===== src/design/pqe_pkg.sv =====
// ----------------------------------------------------------------------------
// Pooled queue package
// Sizes, codes, word types and helpers shared by the pooled queue design.
// ----------------------------------------------------------------------------
package pqe_pkg;

	localparam int POOL_DEPTH   = 64;
	localparam int HANDLE_WIDTH = 32;

	localparam int IDX_W  = (POOL_DEPTH > 1) ? $clog2(POOL_DEPTH) : 1;
	localparam int LINK_W = $clog2(POOL_DEPTH + 1);
	localparam int CNT_W  = LINK_W;

	localparam int REQ_W = 2;
	localparam int DH_W  = 32;
	localparam int ST_W  = 2;
	localparam int OCC_W = 7;

	typedef logic [IDX_W-1:0]        idx_t;
	typedef logic [LINK_W-1:0]       link_t;
	typedef logic [CNT_W-1:0]        cnt_t;
	typedef logic [HANDLE_WIDTH-1:0] handle_t;

	localparam link_t NULL_LINK = link_t'(POOL_DEPTH);

	localparam logic [REQ_W-1:0] REQ_PUSH  = 2'd0;
	localparam logic [REQ_W-1:0] REQ_POP   = 2'd1;
	localparam logic [REQ_W-1:0] REQ_ERASE = 2'd2;

	localparam logic [ST_W-1:0] ST_DONE = 2'd0;
	localparam logic [ST_W-1:0] ST_FULL = 2'd1;
	localparam logic [ST_W-1:0] ST_MISS = 2'd2;

	typedef struct packed {
		logic [REQ_W-1:0] req_type;
		logic [DH_W-1:0]  data_handle;
	} req_t;

	typedef struct packed {
		logic [ST_W-1:0]  status;
		logic             front_valid;
		logic [DH_W-1:0]  front_handle;
		logic             back_valid;
		logic [DH_W-1:0]  back_handle;
		logic [OCC_W-1:0] occupancy;
	} rsp_t;

	function automatic logic is_node(input link_t l);
		return l < NULL_LINK;
	endfunction

endpackage


===== src/design/pqe_req_if.sv =====
// ----------------------------------------------------------------------------
// Pooled queue request channel
// Valid/ready channel that carries one request word.
// ----------------------------------------------------------------------------
interface pqe_req_if;
	import pqe_pkg::*;

	logic valid;
	logic ready;
	req_t payload;

	modport source (output valid, output payload, input ready);
	modport sink (input valid, input payload, output ready);
endinterface


===== src/design/pqe_rsp_if.sv =====
// ----------------------------------------------------------------------------
// Pooled queue response channel
// Valid/ready channel that carries one response word.
// ----------------------------------------------------------------------------
interface pqe_rsp_if;
	import pqe_pkg::*;

	logic valid;
	logic ready;
	rsp_t payload;

	modport source (output valid, output payload, input ready);
	modport sink (input valid, input payload, output ready);
endinterface


===== src/design/pqe_ram.sv =====
// ----------------------------------------------------------------------------
// Pooled queue RAM
// Simple dual-port RAM with one write port and one registered read port.
// ----------------------------------------------------------------------------
module pqe_ram #(
	parameter int WIDTH = 8,
	parameter int DEPTH = 16,
	localparam int AW = (DEPTH > 1) ? $clog2(DEPTH) : 1
) (
	input  logic             clk,
	input  logic             we,
	input  logic [AW-1:0]    waddr,
	input  logic [WIDTH-1:0] wdata,
	input  logic [AW-1:0]    raddr,
	output logic [WIDTH-1:0] rdata
);
	logic [WIDTH-1:0] mem [DEPTH];

	always_ff @(posedge clk) begin
		if (we) begin
			mem[waddr] <= wdata;
		end
		rdata <= mem[raddr];
	end
endmodule


===== src/design/pooled_queue_with_erase_core.sv =====
// ----------------------------------------------------------------------------
// Pooled queue with erase
// FIFO of handles kept as a doubly linked list in a fixed node pool.
// ----------------------------------------------------------------------------
// The req channel takes one word: a request type (push, pop or erase) and a
// handle. The rsp channel returns one word per request: the status, the front
// and back handles with their valid flags, and the occupancy afterwards.
// Requests are processed one at a time, and each response is registered in
// S_FIN. A push reads a node from the free stack in S_PUSH_RD unless it takes
// a fresh node, writes the node in S_PUSH_W1 and, onto a non-empty queue,
// links the old tail to it in S_PUSH_W2. A pop reads the head in S_POP_RD; an
// erase walks from the head in S_ER_WALK until it finds a match, reaches the
// tail or has visited as many nodes as the occupancy. The walk visits one node
// per cycle, bounded by the registered read of the payload and link memories.
// Full, empty and no-op requests go straight to S_FIN. Pops and successful
// erases end with two reads that refresh the cached front and back handles.
// After reset the queue is empty and every node is free; no clearing pass is
// needed. A response waits in its output register while the receiver stalls;
// the next request is accepted meanwhile, and its own response waits until
// the register is free.
// ----------------------------------------------------------------------------
module pooled_queue_with_erase_core (
	input  logic       clk,
	input  logic       arst_n,
	pqe_req_if.sink    req,
	pqe_rsp_if.source  rsp
);
	import pqe_pkg::*;

	typedef enum logic [3:0] {
		S_IDLE,
		S_PUSH_RD,
		S_PUSH_W1,
		S_PUSH_W2,
		S_POP_RD,
		S_ER_WALK,
		S_RF0,
		S_RF1,
		S_RF2,
		S_FIN
	} state_t;

	state_t          state_q;
	link_t           head_q;
	link_t           tail_q;
	cnt_t            free_cnt_q;
	cnt_t            wm_q;
	cnt_t            entry_cnt_q;
	cnt_t            steps_q;
	idx_t            node_q;
	handle_t         h_q;
	handle_t         hd_hdl_q;
	handle_t         tl_hdl_q;
	logic [ST_W-1:0] st_q;
	logic            rsp_vld_q;
	rsp_t            rsp_q;

	logic    acc;
	logic    match;
	logic    walk_more;
	logic    fs_room;
	idx_t    rd_idx;
	handle_t pl_rdata;
	link_t   nx_rdata;
	link_t   pv_rdata;
	idx_t    fs_rdata;
	logic    pl_we;
	logic    nx_we;
	logic    pv_we;
	logic    fs_we;
	idx_t    nx_waddr;
	idx_t    pv_waddr;
	link_t   nx_wdata;
	link_t   pv_wdata;

	function automatic handle_t to_store(input logic [DH_W-1:0] x);
		handle_t r;
		r = '0;
		for (int i = 0; i < HANDLE_WIDTH && i < DH_W; i++) begin
			r[i] = x[i];
		end
		return r;
	endfunction

	function automatic logic [DH_W-1:0] from_store(input handle_t x);
		logic [DH_W-1:0] r;
		r = '0;
		for (int i = 0; i < HANDLE_WIDTH && i < DH_W; i++) begin
			r[i] = x[i];
		end
		return r;
	endfunction

	function automatic logic [OCC_W-1:0] to_occ(input cnt_t c);
		logic [OCC_W-1:0] r;
		r = '0;
		for (int i = 0; i < CNT_W && i < OCC_W; i++) begin
			r[i] = c[i];
		end
		return r;
	endfunction

	assign acc       = req.valid && req.ready;
	assign req.ready = (state_q == S_IDLE);
	assign rsp.valid = rsp_vld_q;
	assign rsp.payload = rsp_q;

	assign match     = (pl_rdata == h_q);
	assign walk_more = is_node(nx_rdata) &&
		(({1'b0, steps_q} + (CNT_W+1)'(1)) < {1'b0, entry_cnt_q});
	assign fs_room   = (free_cnt_q < cnt_t'(POOL_DEPTH));

	always_comb begin
		unique case (state_q)
			S_IDLE:    rd_idx = idx_t'(head_q);
			S_ER_WALK: rd_idx = idx_t'(nx_rdata);
			S_RF0:     rd_idx = idx_t'(head_q);
			S_RF1:     rd_idx = idx_t'(tail_q);
			default:   rd_idx = node_q;
		endcase
	end

	always_comb begin
		pl_we    = 1'b0;
		nx_we    = 1'b0;
		pv_we    = 1'b0;
		fs_we    = 1'b0;
		nx_waddr = node_q;
		pv_waddr = node_q;
		nx_wdata = NULL_LINK;
		pv_wdata = NULL_LINK;
		unique case (state_q)
			S_PUSH_W1: begin
				pl_we    = 1'b1;
				nx_we    = 1'b1;
				pv_we    = 1'b1;
				pv_wdata = tail_q;
			end
			S_PUSH_W2: begin
				nx_we    = 1'b1;
				nx_waddr = idx_t'(tail_q);
				nx_wdata = link_t'(node_q);
			end
			S_POP_RD: begin
				pv_we    = is_node(nx_rdata);
				pv_waddr = idx_t'(nx_rdata);
				fs_we    = fs_room;
			end
			S_ER_WALK: begin
				if (match) begin
					nx_we    = is_node(pv_rdata);
					nx_waddr = idx_t'(pv_rdata);
					nx_wdata = nx_rdata;
					pv_we    = is_node(nx_rdata);
					pv_waddr = idx_t'(nx_rdata);
					pv_wdata = pv_rdata;
					fs_we    = fs_room;
				end
			end
			default: begin
			end
		endcase
	end

	pqe_ram #(.WIDTH(HANDLE_WIDTH), .DEPTH(POOL_DEPTH)) u_payload (
		.clk   (clk),
		.we    (pl_we),
		.waddr (node_q),
		.wdata (h_q),
		.raddr (rd_idx),
		.rdata (pl_rdata)
	);

	pqe_ram #(.WIDTH(LINK_W), .DEPTH(POOL_DEPTH)) u_next (
		.clk   (clk),
		.we    (nx_we),
		.waddr (nx_waddr),
		.wdata (nx_wdata),
		.raddr (rd_idx),
		.rdata (nx_rdata)
	);

	pqe_ram #(.WIDTH(LINK_W), .DEPTH(POOL_DEPTH)) u_prev (
		.clk   (clk),
		.we    (pv_we),
		.waddr (pv_waddr),
		.wdata (pv_wdata),
		.raddr (rd_idx),
		.rdata (pv_rdata)
	);

	// Stack slots below the low watermark were never written and hold no valid
	// node index, so a push at the watermark takes a fresh node.
	pqe_ram #(.WIDTH(IDX_W), .DEPTH(POOL_DEPTH)) u_free (
		.clk   (clk),
		.we    (fs_we),
		.waddr (idx_t'(free_cnt_q)),
		.wdata (node_q),
		.raddr (idx_t'(free_cnt_q - cnt_t'(1))),
		.rdata (fs_rdata)
	);

	always_ff @(posedge clk or negedge arst_n) begin
		if (!arst_n) begin
			state_q     <= S_IDLE;
			head_q      <= NULL_LINK;
			tail_q      <= NULL_LINK;
			free_cnt_q  <= cnt_t'(POOL_DEPTH);
			wm_q        <= cnt_t'(POOL_DEPTH);
			entry_cnt_q <= '0;
			rsp_vld_q   <= 1'b0;
		end else begin
			if (rsp.valid && rsp.ready && state_q != S_FIN) begin
				rsp_vld_q <= 1'b0;
			end
			unique case (state_q)
				S_IDLE: begin
					if (acc) begin
						h_q  <= to_store(req.payload.data_handle);
						case (req.payload.req_type)
							REQ_PUSH: begin
								if (free_cnt_q == '0) begin
									st_q    <= ST_FULL;
									state_q <= S_FIN;
								end else begin
									st_q       <= ST_DONE;
									free_cnt_q <= free_cnt_q - cnt_t'(1);
									if (free_cnt_q == wm_q) begin
										node_q  <= idx_t'(cnt_t'(POOL_DEPTH) - free_cnt_q);
										wm_q    <= wm_q - cnt_t'(1);
										state_q <= S_PUSH_W1;
									end else begin
										state_q <= S_PUSH_RD;
									end
								end
							end
							REQ_POP: begin
								if (!is_node(head_q)) begin
									st_q    <= ST_MISS;
									state_q <= S_FIN;
								end else begin
									st_q    <= ST_DONE;
									node_q  <= idx_t'(head_q);
									state_q <= S_POP_RD;
								end
							end
							REQ_ERASE: begin
								if (!is_node(head_q) || entry_cnt_q == '0) begin
									st_q    <= ST_MISS;
									state_q <= S_FIN;
								end else begin
									st_q    <= ST_DONE;
									node_q  <= idx_t'(head_q);
									steps_q <= '0;
									state_q <= S_ER_WALK;
								end
							end
							default: begin
								st_q    <= ST_DONE;
								state_q <= S_FIN;
							end
						endcase
					end
				end
				S_PUSH_RD: begin
					node_q  <= fs_rdata;
					state_q <= S_PUSH_W1;
				end
				S_PUSH_W1: begin
					entry_cnt_q <= entry_cnt_q + cnt_t'(1);
					tl_hdl_q    <= h_q;
					if (!is_node(head_q)) begin
						head_q   <= link_t'(node_q);
						tail_q   <= link_t'(node_q);
						hd_hdl_q <= h_q;
						state_q  <= S_FIN;
					end else begin
						state_q <= S_PUSH_W2;
					end
				end
				S_PUSH_W2: begin
					tail_q  <= link_t'(node_q);
					state_q <= S_FIN;
				end
				S_POP_RD: begin
					head_q <= nx_rdata;
					if (!is_node(nx_rdata)) begin
						tail_q <= NULL_LINK;
					end
					if (fs_room) begin
						free_cnt_q <= free_cnt_q + cnt_t'(1);
					end
					if (entry_cnt_q != '0) begin
						entry_cnt_q <= entry_cnt_q - cnt_t'(1);
					end
					state_q <= S_RF0;
				end
				S_ER_WALK: begin
					if (match) begin
						if (!is_node(pv_rdata)) begin
							head_q <= nx_rdata;
						end
						if (!is_node(nx_rdata)) begin
							tail_q <= pv_rdata;
						end
						if (fs_room) begin
							free_cnt_q <= free_cnt_q + cnt_t'(1);
						end
						if (entry_cnt_q != '0) begin
							entry_cnt_q <= entry_cnt_q - cnt_t'(1);
						end
						state_q <= S_RF0;
					end else if (walk_more) begin
						node_q  <= idx_t'(nx_rdata);
						steps_q <= steps_q + cnt_t'(1);
					end else begin
						st_q    <= ST_MISS;
						state_q <= S_FIN;
					end
				end
				S_RF0: begin
					state_q <= S_RF1;
				end
				S_RF1: begin
					hd_hdl_q <= pl_rdata;
					state_q  <= S_RF2;
				end
				S_RF2: begin
					tl_hdl_q <= pl_rdata;
					state_q  <= S_FIN;
				end
				S_FIN: begin
					if (!rsp_vld_q || rsp.ready) begin
						rsp_vld_q           <= 1'b1;
						rsp_q.status        <= st_q;
						rsp_q.front_valid   <= is_node(head_q);
						rsp_q.front_handle  <= is_node(head_q) ? from_store(hd_hdl_q) : '0;
						rsp_q.back_valid    <= is_node(tail_q);
						rsp_q.back_handle   <= is_node(tail_q) ? from_store(tl_hdl_q) : '0;
						rsp_q.occupancy     <= to_occ(entry_cnt_q);
						state_q             <= S_IDLE;
					end
				end
				default: begin
					state_q <= S_IDLE;
				end
			endcase
		end
	end

`ifndef SYNTHESIS
	a_pool_balance: assert property (@(posedge clk) disable iff (!arst_n)
		(state_q == S_IDLE) |->
		(({1'b0, free_cnt_q} + {1'b0, entry_cnt_q}) == (CNT_W+1)'(POOL_DEPTH)))
		else $error("free and used node counts do not add up to the pool size");

	a_ends_agree: assert property (@(posedge clk) disable iff (!arst_n)
		is_node(head_q) == is_node(tail_q))
		else $error("head and tail disagree on an empty list");

	a_empty_count: assert property (@(posedge clk) disable iff (!arst_n)
		(entry_cnt_q == '0) == !is_node(head_q))
		else $error("entry count disagrees with the head pointer");

	a_watermark: assert property (@(posedge clk) disable iff (!arst_n)
		wm_q <= free_cnt_q)
		else $error("free stack watermark above the free count");

	a_one_at_a_time: assert property (@(posedge clk) disable iff (!arst_n)
		acc |=> !req.ready)
		else $error("second request accepted while one is in progress");
`endif
endmodule


===== src/flat_wrapper.sv =====
// flat-port wrapper written by rule: the top's interface ports become plain ports
module pooled_queue_with_erase_core_flat import pqe_pkg::*;
  (clk, arst_n, req_valid, req_payload, req_ready, rsp_valid, rsp_payload, rsp_ready);
  pqe_req_if req_i ();
  pqe_rsp_if rsp_i ();
  input  logic clk;
  input  logic arst_n;
  input wire logic [$bits(req_i.valid)-1:0] req_valid;
  input wire logic [$bits(req_i.payload)-1:0] req_payload;
  output wire logic [$bits(req_i.ready)-1:0] req_ready;
  output wire logic [$bits(rsp_i.valid)-1:0] rsp_valid;
  output wire logic [$bits(rsp_i.payload)-1:0] rsp_payload;
  input wire logic [$bits(rsp_i.ready)-1:0] rsp_ready;
  assign req_i.valid = req_valid;
  assign req_i.payload = req_payload;
  assign req_ready = req_i.ready;
  assign rsp_valid = rsp_i.valid;
  assign rsp_payload = rsp_i.payload;
  assign rsp_i.ready = rsp_ready;
  pooled_queue_with_erase_core u_core (.clk(clk), .arst_n(arst_n), .req(req_i), .rsp(rsp_i));
endmodule

===== config.mk =====
export PLATFORM = sky130hd
export DESIGN_NAME = pooled_queue_with_erase_core_flat
export DESIGN_NICKNAME = d
export VERILOG_FILES = /design/src/design/pqe_pkg.sv /design/src/design/pqe_req_if.sv /design/src/design/pqe_rsp_if.sv /design/src/design/pqe_ram.sv /design/src/design/pooled_queue_with_erase_core.sv /design/src/flat_wrapper.sv
export SDC_FILE = /design/constraint.sdc
export NUM_CORES = 2
export LEC_CHECK = 0
export ABC_AREA = 1
export BUFFER_PORTS_ARGS = -buffer_cell sky130_fd_sc_hd__buf_2
export CAP_MARGIN = 10
export CORE_ASPECT_RATIO = 1.2
export CORE_MARGIN = 2
export CORE_UTILIZATION = 50
export DETAILED_ROUTE_END_ITERATION = 12
export PLACE_DENSITY = 0.65
export SLEW_MARGIN = 15
export SYNTH_ARGS = -nofsm -noshare
export SYNTH_HDL_FRONTEND = slang
export SYNTH_SLANG_ARGS = --single-unit

===== constraint.sdc =====
create_clock -name clk -period 7.25 [get_ports clk]
set_clock_uncertainty 0.2 [all_clocks]
set_input_delay 0.3625 -clock clk [delete_from_list [all_inputs] [get_ports clk]]
set_output_delay 0.3625 -clock clk [all_outputs]
set_load 0.005 [all_outputs]

==> key figures <==
Timing
  • Fmax: 178 MHz
  • Clock period minus final worst setup slack: 5630 ps
  • Post-route setup TNS: 0 ps
  • Final Setup Violations: 0
  • Unrepaired setup endpoints after global routing: false
  • Number of endpoints with negative hold slack in the final report: 0
  • Min Hold Slack: 83.4 ps
  • Crit share post-route: 0.776
  • Measured slew at the worst slew-check pin: 1290 ps
  • Final setup slack of the worst path: 1620 ps
  • Final slew viol count: 0
  • Worst-case headroom to the max-slew limit: 0.134

Yosys
  • Fraction of registers with async set or reset after synthesis: 0.0111
  • Warnings, synthesis: 0
  • Nets in the synthesized netlist: 14000
  • Avg Cell Area, Syn: 11.3 um^2
  • Leading register cell type out of synthesis: sky130_fd_sc_hd__edfxtp_1
  • Unique cell type count in the Yosys netlist: 52
  • Post-synth EDFFs: 3514
  • Register bit count reported by yosys: 3606
  • Cell area after technology mapping: 157000 um^2
  • Post-synthesis sequential area ratio: 0.683
  • Number of instances in the synthesized netlist: 14000

Clocking
  • Setup fix buffers added after clock tree synthesis: 0
  • Max Root-Sink Buffers: 4
  • Clk Latency, worst-skew pair: 910 ps
  • Clock root cell: sky130_fd_sc_hd__clkbuf_16
  • Clock-pin slew reported for the worst setup and hold paths after clock tree synthesis: 60 ps
  • Clock net sink count: 3606
  • Number of buffers added by the clock tree synthesis step: 352
  • CTS H-Tree Depth: 5
  • Clock tree from TritonCTS: done

Global route
  • Via count of the first global-routing pass: 99300
  • Number of antenna violations at the first check in global routing: 18
  • Global-route wire length before repair: 642 mm
  • Aggregate global routing overflow: 0
  • Total routing resource utilization after global routing: 0.268
  • Maximum number of pins on one net before global-route repair: 207

Placed design
  • Total half-perimeter wirelength after legalization and detailed placement: 241 mm
  • Placement Setup Slack: 1880 ps
  • Placed Area: 162000 um^2
  • Post-Place Cells: 17600
  • Gpl congestion: 0.878
  • # port buffers: 114

Cells and area
  • FILL cells: 25700
  • Top library cells by usage in the layout, fill and taps aside: 3514 x sky130_fd_sc_hd__edfxtp_1, 3206 x sky130_fd_sc_hd__nand3_1, 1981 x sky130_fd_sc_hd__nand2_1, 1870 x sky130_fd_sc_hd__inv_1, 1099 x sky130_fd_sc_hd__nand3b_1
  • Share of cells above drive strength 1: 0.0716
  • Final Net Count: 13900
  • Share of the core filled with cells in the final layout: 0.556
  • Area growth from synthesis to layout: 10.6%
  • Number of standard cells in the final layout excluding fillers: 18300
  • Post-route cell area: 174000 um^2
  • Most common library cell in the layout ignoring fill and taps: sky130_fd_sc_hd__edfxtp_1

Die
  • Number of top-level pins: 115
  • Vert. Die Dim: 619 um
  • Std-Cell Core Area: 313000 um^2
  • Starting density of the core: 0.503
  • Overall die area: 319000 um^2
  • Floorplan row count: 225
  • Die Wd: 516 um

Power
  • Max VDD drop: 0.719 mV
  • Leakage dissipation: 66.0 nW
  • Total power per unit cell area: 466 nW/um^2
  • Total Power: 81.2 mW

Setup path
  • Critical Path Source: u_core.h_q[3]
  • Worst R2R End: u_core.u_prev.mem[46][1]
  • R2R depth: 14
  • Maximum fanout count along the critical path: 23
  • Launching point of the worst reg2reg path: u_core.h_q[3]
  • Crit path DAT: 5950 ps
  • R2R Setup Slk: 1620 ps
  • Setup Crit Path Kind: reg2reg
  • CP Launch Type: flip-flop
  • Required time at the worst-slack endpoint: 7570 ps
  • CP endpoint kind: flip-flop
  • Worst setup endpoint: u_core.u_prev.mem[46][1]

Min path
  • Worst hold path class: in2reg

Detailed routing
  • Drt pass-1 iters: 9
  • Routed via count: 105000
  • Final antenna-violating net count: 0
  • Final wirelength: 438 mm
  • First DRT Iteration DRCs: 13000
  • Post-detailed-route via-to-cell ratio: 5.77
  • Average wire per cell in the routed design: 23.9 um
  • Number of design rule violations left after detail routing: 0

Run
  • Maximum capacitance violations: 0

Run status
  • Outcome: finished, final reports clean
## how the worst min path moves through the flow
| stage | from | end | slack, ps | cells after the start |
|---|---|---|---|---|
| 5_1_grt | req_payload[7] | u_core.h_q[7] | 90 | 2 |
| 3_3_place_gp | u_core.wm_q[6] | u_core.wm_q[6] | 270 | 2 |
| 3_5_place_dp | u_core.wm_q[6] | u_core.wm_q[6] | 270 | 2 |
| 4_1_cts | req_payload[32] | u_core.state_q[1] | 40 | 5 |
| 2_1_floorplan | arst_n | u_core.entry_cnt_q[0] | -130 | 0 |
| 6_report | req_payload[32] | u_core.state_q[1] | 80 | 5 |
## Yosys cell counts, drive strengths merged, types with 2 or more instances
master,instances,area [um^2]
clkbuf,315,1180
o22ai,7,43.8
ha,19,238
o211ai,58,435
nor4,2,12.5
xor2,25,219
o2111ai,2,17.5
edfxtp,3514,106000
o221ai,36,315
nand3b,1099,8250
inv,1886,7080
nand3,3209,16100
o32ai,66,578
o21a,4,30.0
clkinv,5,18.8
or2,6,37.5
dfstp,4,105
mux2i,37,370
o21ai,249,1250
dfrtp,36,901
nor2,626,2420
a21oi,21,105
a211oi,7,52.6
o21bai,2,15.0
nand4,33,206
nor3,20,105
nand2,1991,7510
xnor2,20,175
dfxtp,52,1040
buf,606,3100
## state kept, by name, indices dropped and copies added, names as in the netlist, 32 cells and up
signal	cells
u_core.tl_hdl_q	32
u_core.hd_hdl_q	32
u_core.u_payload.mem	2048
u_core.h_q	32
u_core.u_prev.mem	448
u_core.u_next.mem	448
u_core.u_payload.rdata	32
u_core.u_free.mem	384
u_core.rsp.payload	75
## logic make-up after synthesis
group,synth area share
flip-flops,0.683
XOR/XNOR,0.00250
multiplexers,0.00235
AND/OR/NAND/NOR,0.220
buffers and inverters,0.0722
AO/OA/AOI/OAI,0.0184
adder cells (fa/ha/maj),0.00164
## report_power, final
part,switching (mW),internal (mW),total (mW)
clock,7.80,10.6,18.4
sequential,0.461,24.3,24.7
combinational,28.0,10.0,38.1
total,36.3,44.9,81.2
## repair_timing
action / in CTS / in global routing
endpoints found under the hold margin: 79 / 0
hold buffers: 38 / 0
resized for setup: 0 / 0
## cell type report
class / instances / area [um^2] / share of cell area
Sequential cell: 3606 / 108000 / 0.618
Multi-Input combinational cell: 7547 / 39400 / 0.226
Clock buffer: 447 / 9480 / 0.0544
Inverter: 1891 / 7120 / 0.0409
Tap cell: 4199 / 5250 / 0.0302
Timing Repair Buffer: 398 / 3400 / 0.0195
Clock inverter: 197 / 2010 / 0.0115
Antenna cell: 2 / 5.00 / 0.0000287
## metal layers
| layer | wire (um) | share of wire | up-vias | global-route usage |
|---|---|---|---|---|
| met2 | 201000 | 0.46 | 5182 | 0.418 |
| met4 | 14000 | 0.032 | 6 | 0.0857 |
| li1 | - | - | 48000 | - |
| met1 | 180000 | 0.41 | 51500 | 0.384 |
| met5 | 50 | 0.00011 | - | 0 |
| met3 | 42700 | 0.098 | 827 | 0.0447 |
## critical path: stages, from the launching register on
cell and delay [ps]:
sky130_fd_sc_hd__edfxtp_1 810, sky130_fd_sc_hd__inv_1 120, sky130_fd_sc_hd__nand2_1 90, sky130_fd_sc_hd__nand4_1 110, sky130_fd_sc_hd__nor2_1 120, sky130_fd_sc_hd__nand2_1 70
sky130_fd_sc_hd__nor2_2 540, sky130_fd_sc_hd__nand2_2 430, sky130_fd_sc_hd__nand2_2 410, sky130_fd_sc_hd__nand2_1 80, sky130_fd_sc_hd__nand2_1 90, sky130_fd_sc_hd__nand2_1 230
sky130_fd_sc_hd__inv_1 290, sky130_fd_sc_hd__nand4_1 810, sky130_fd_sc_hd__nor2_1 820
Note: power is estimated with default switching activity, not from simulation.
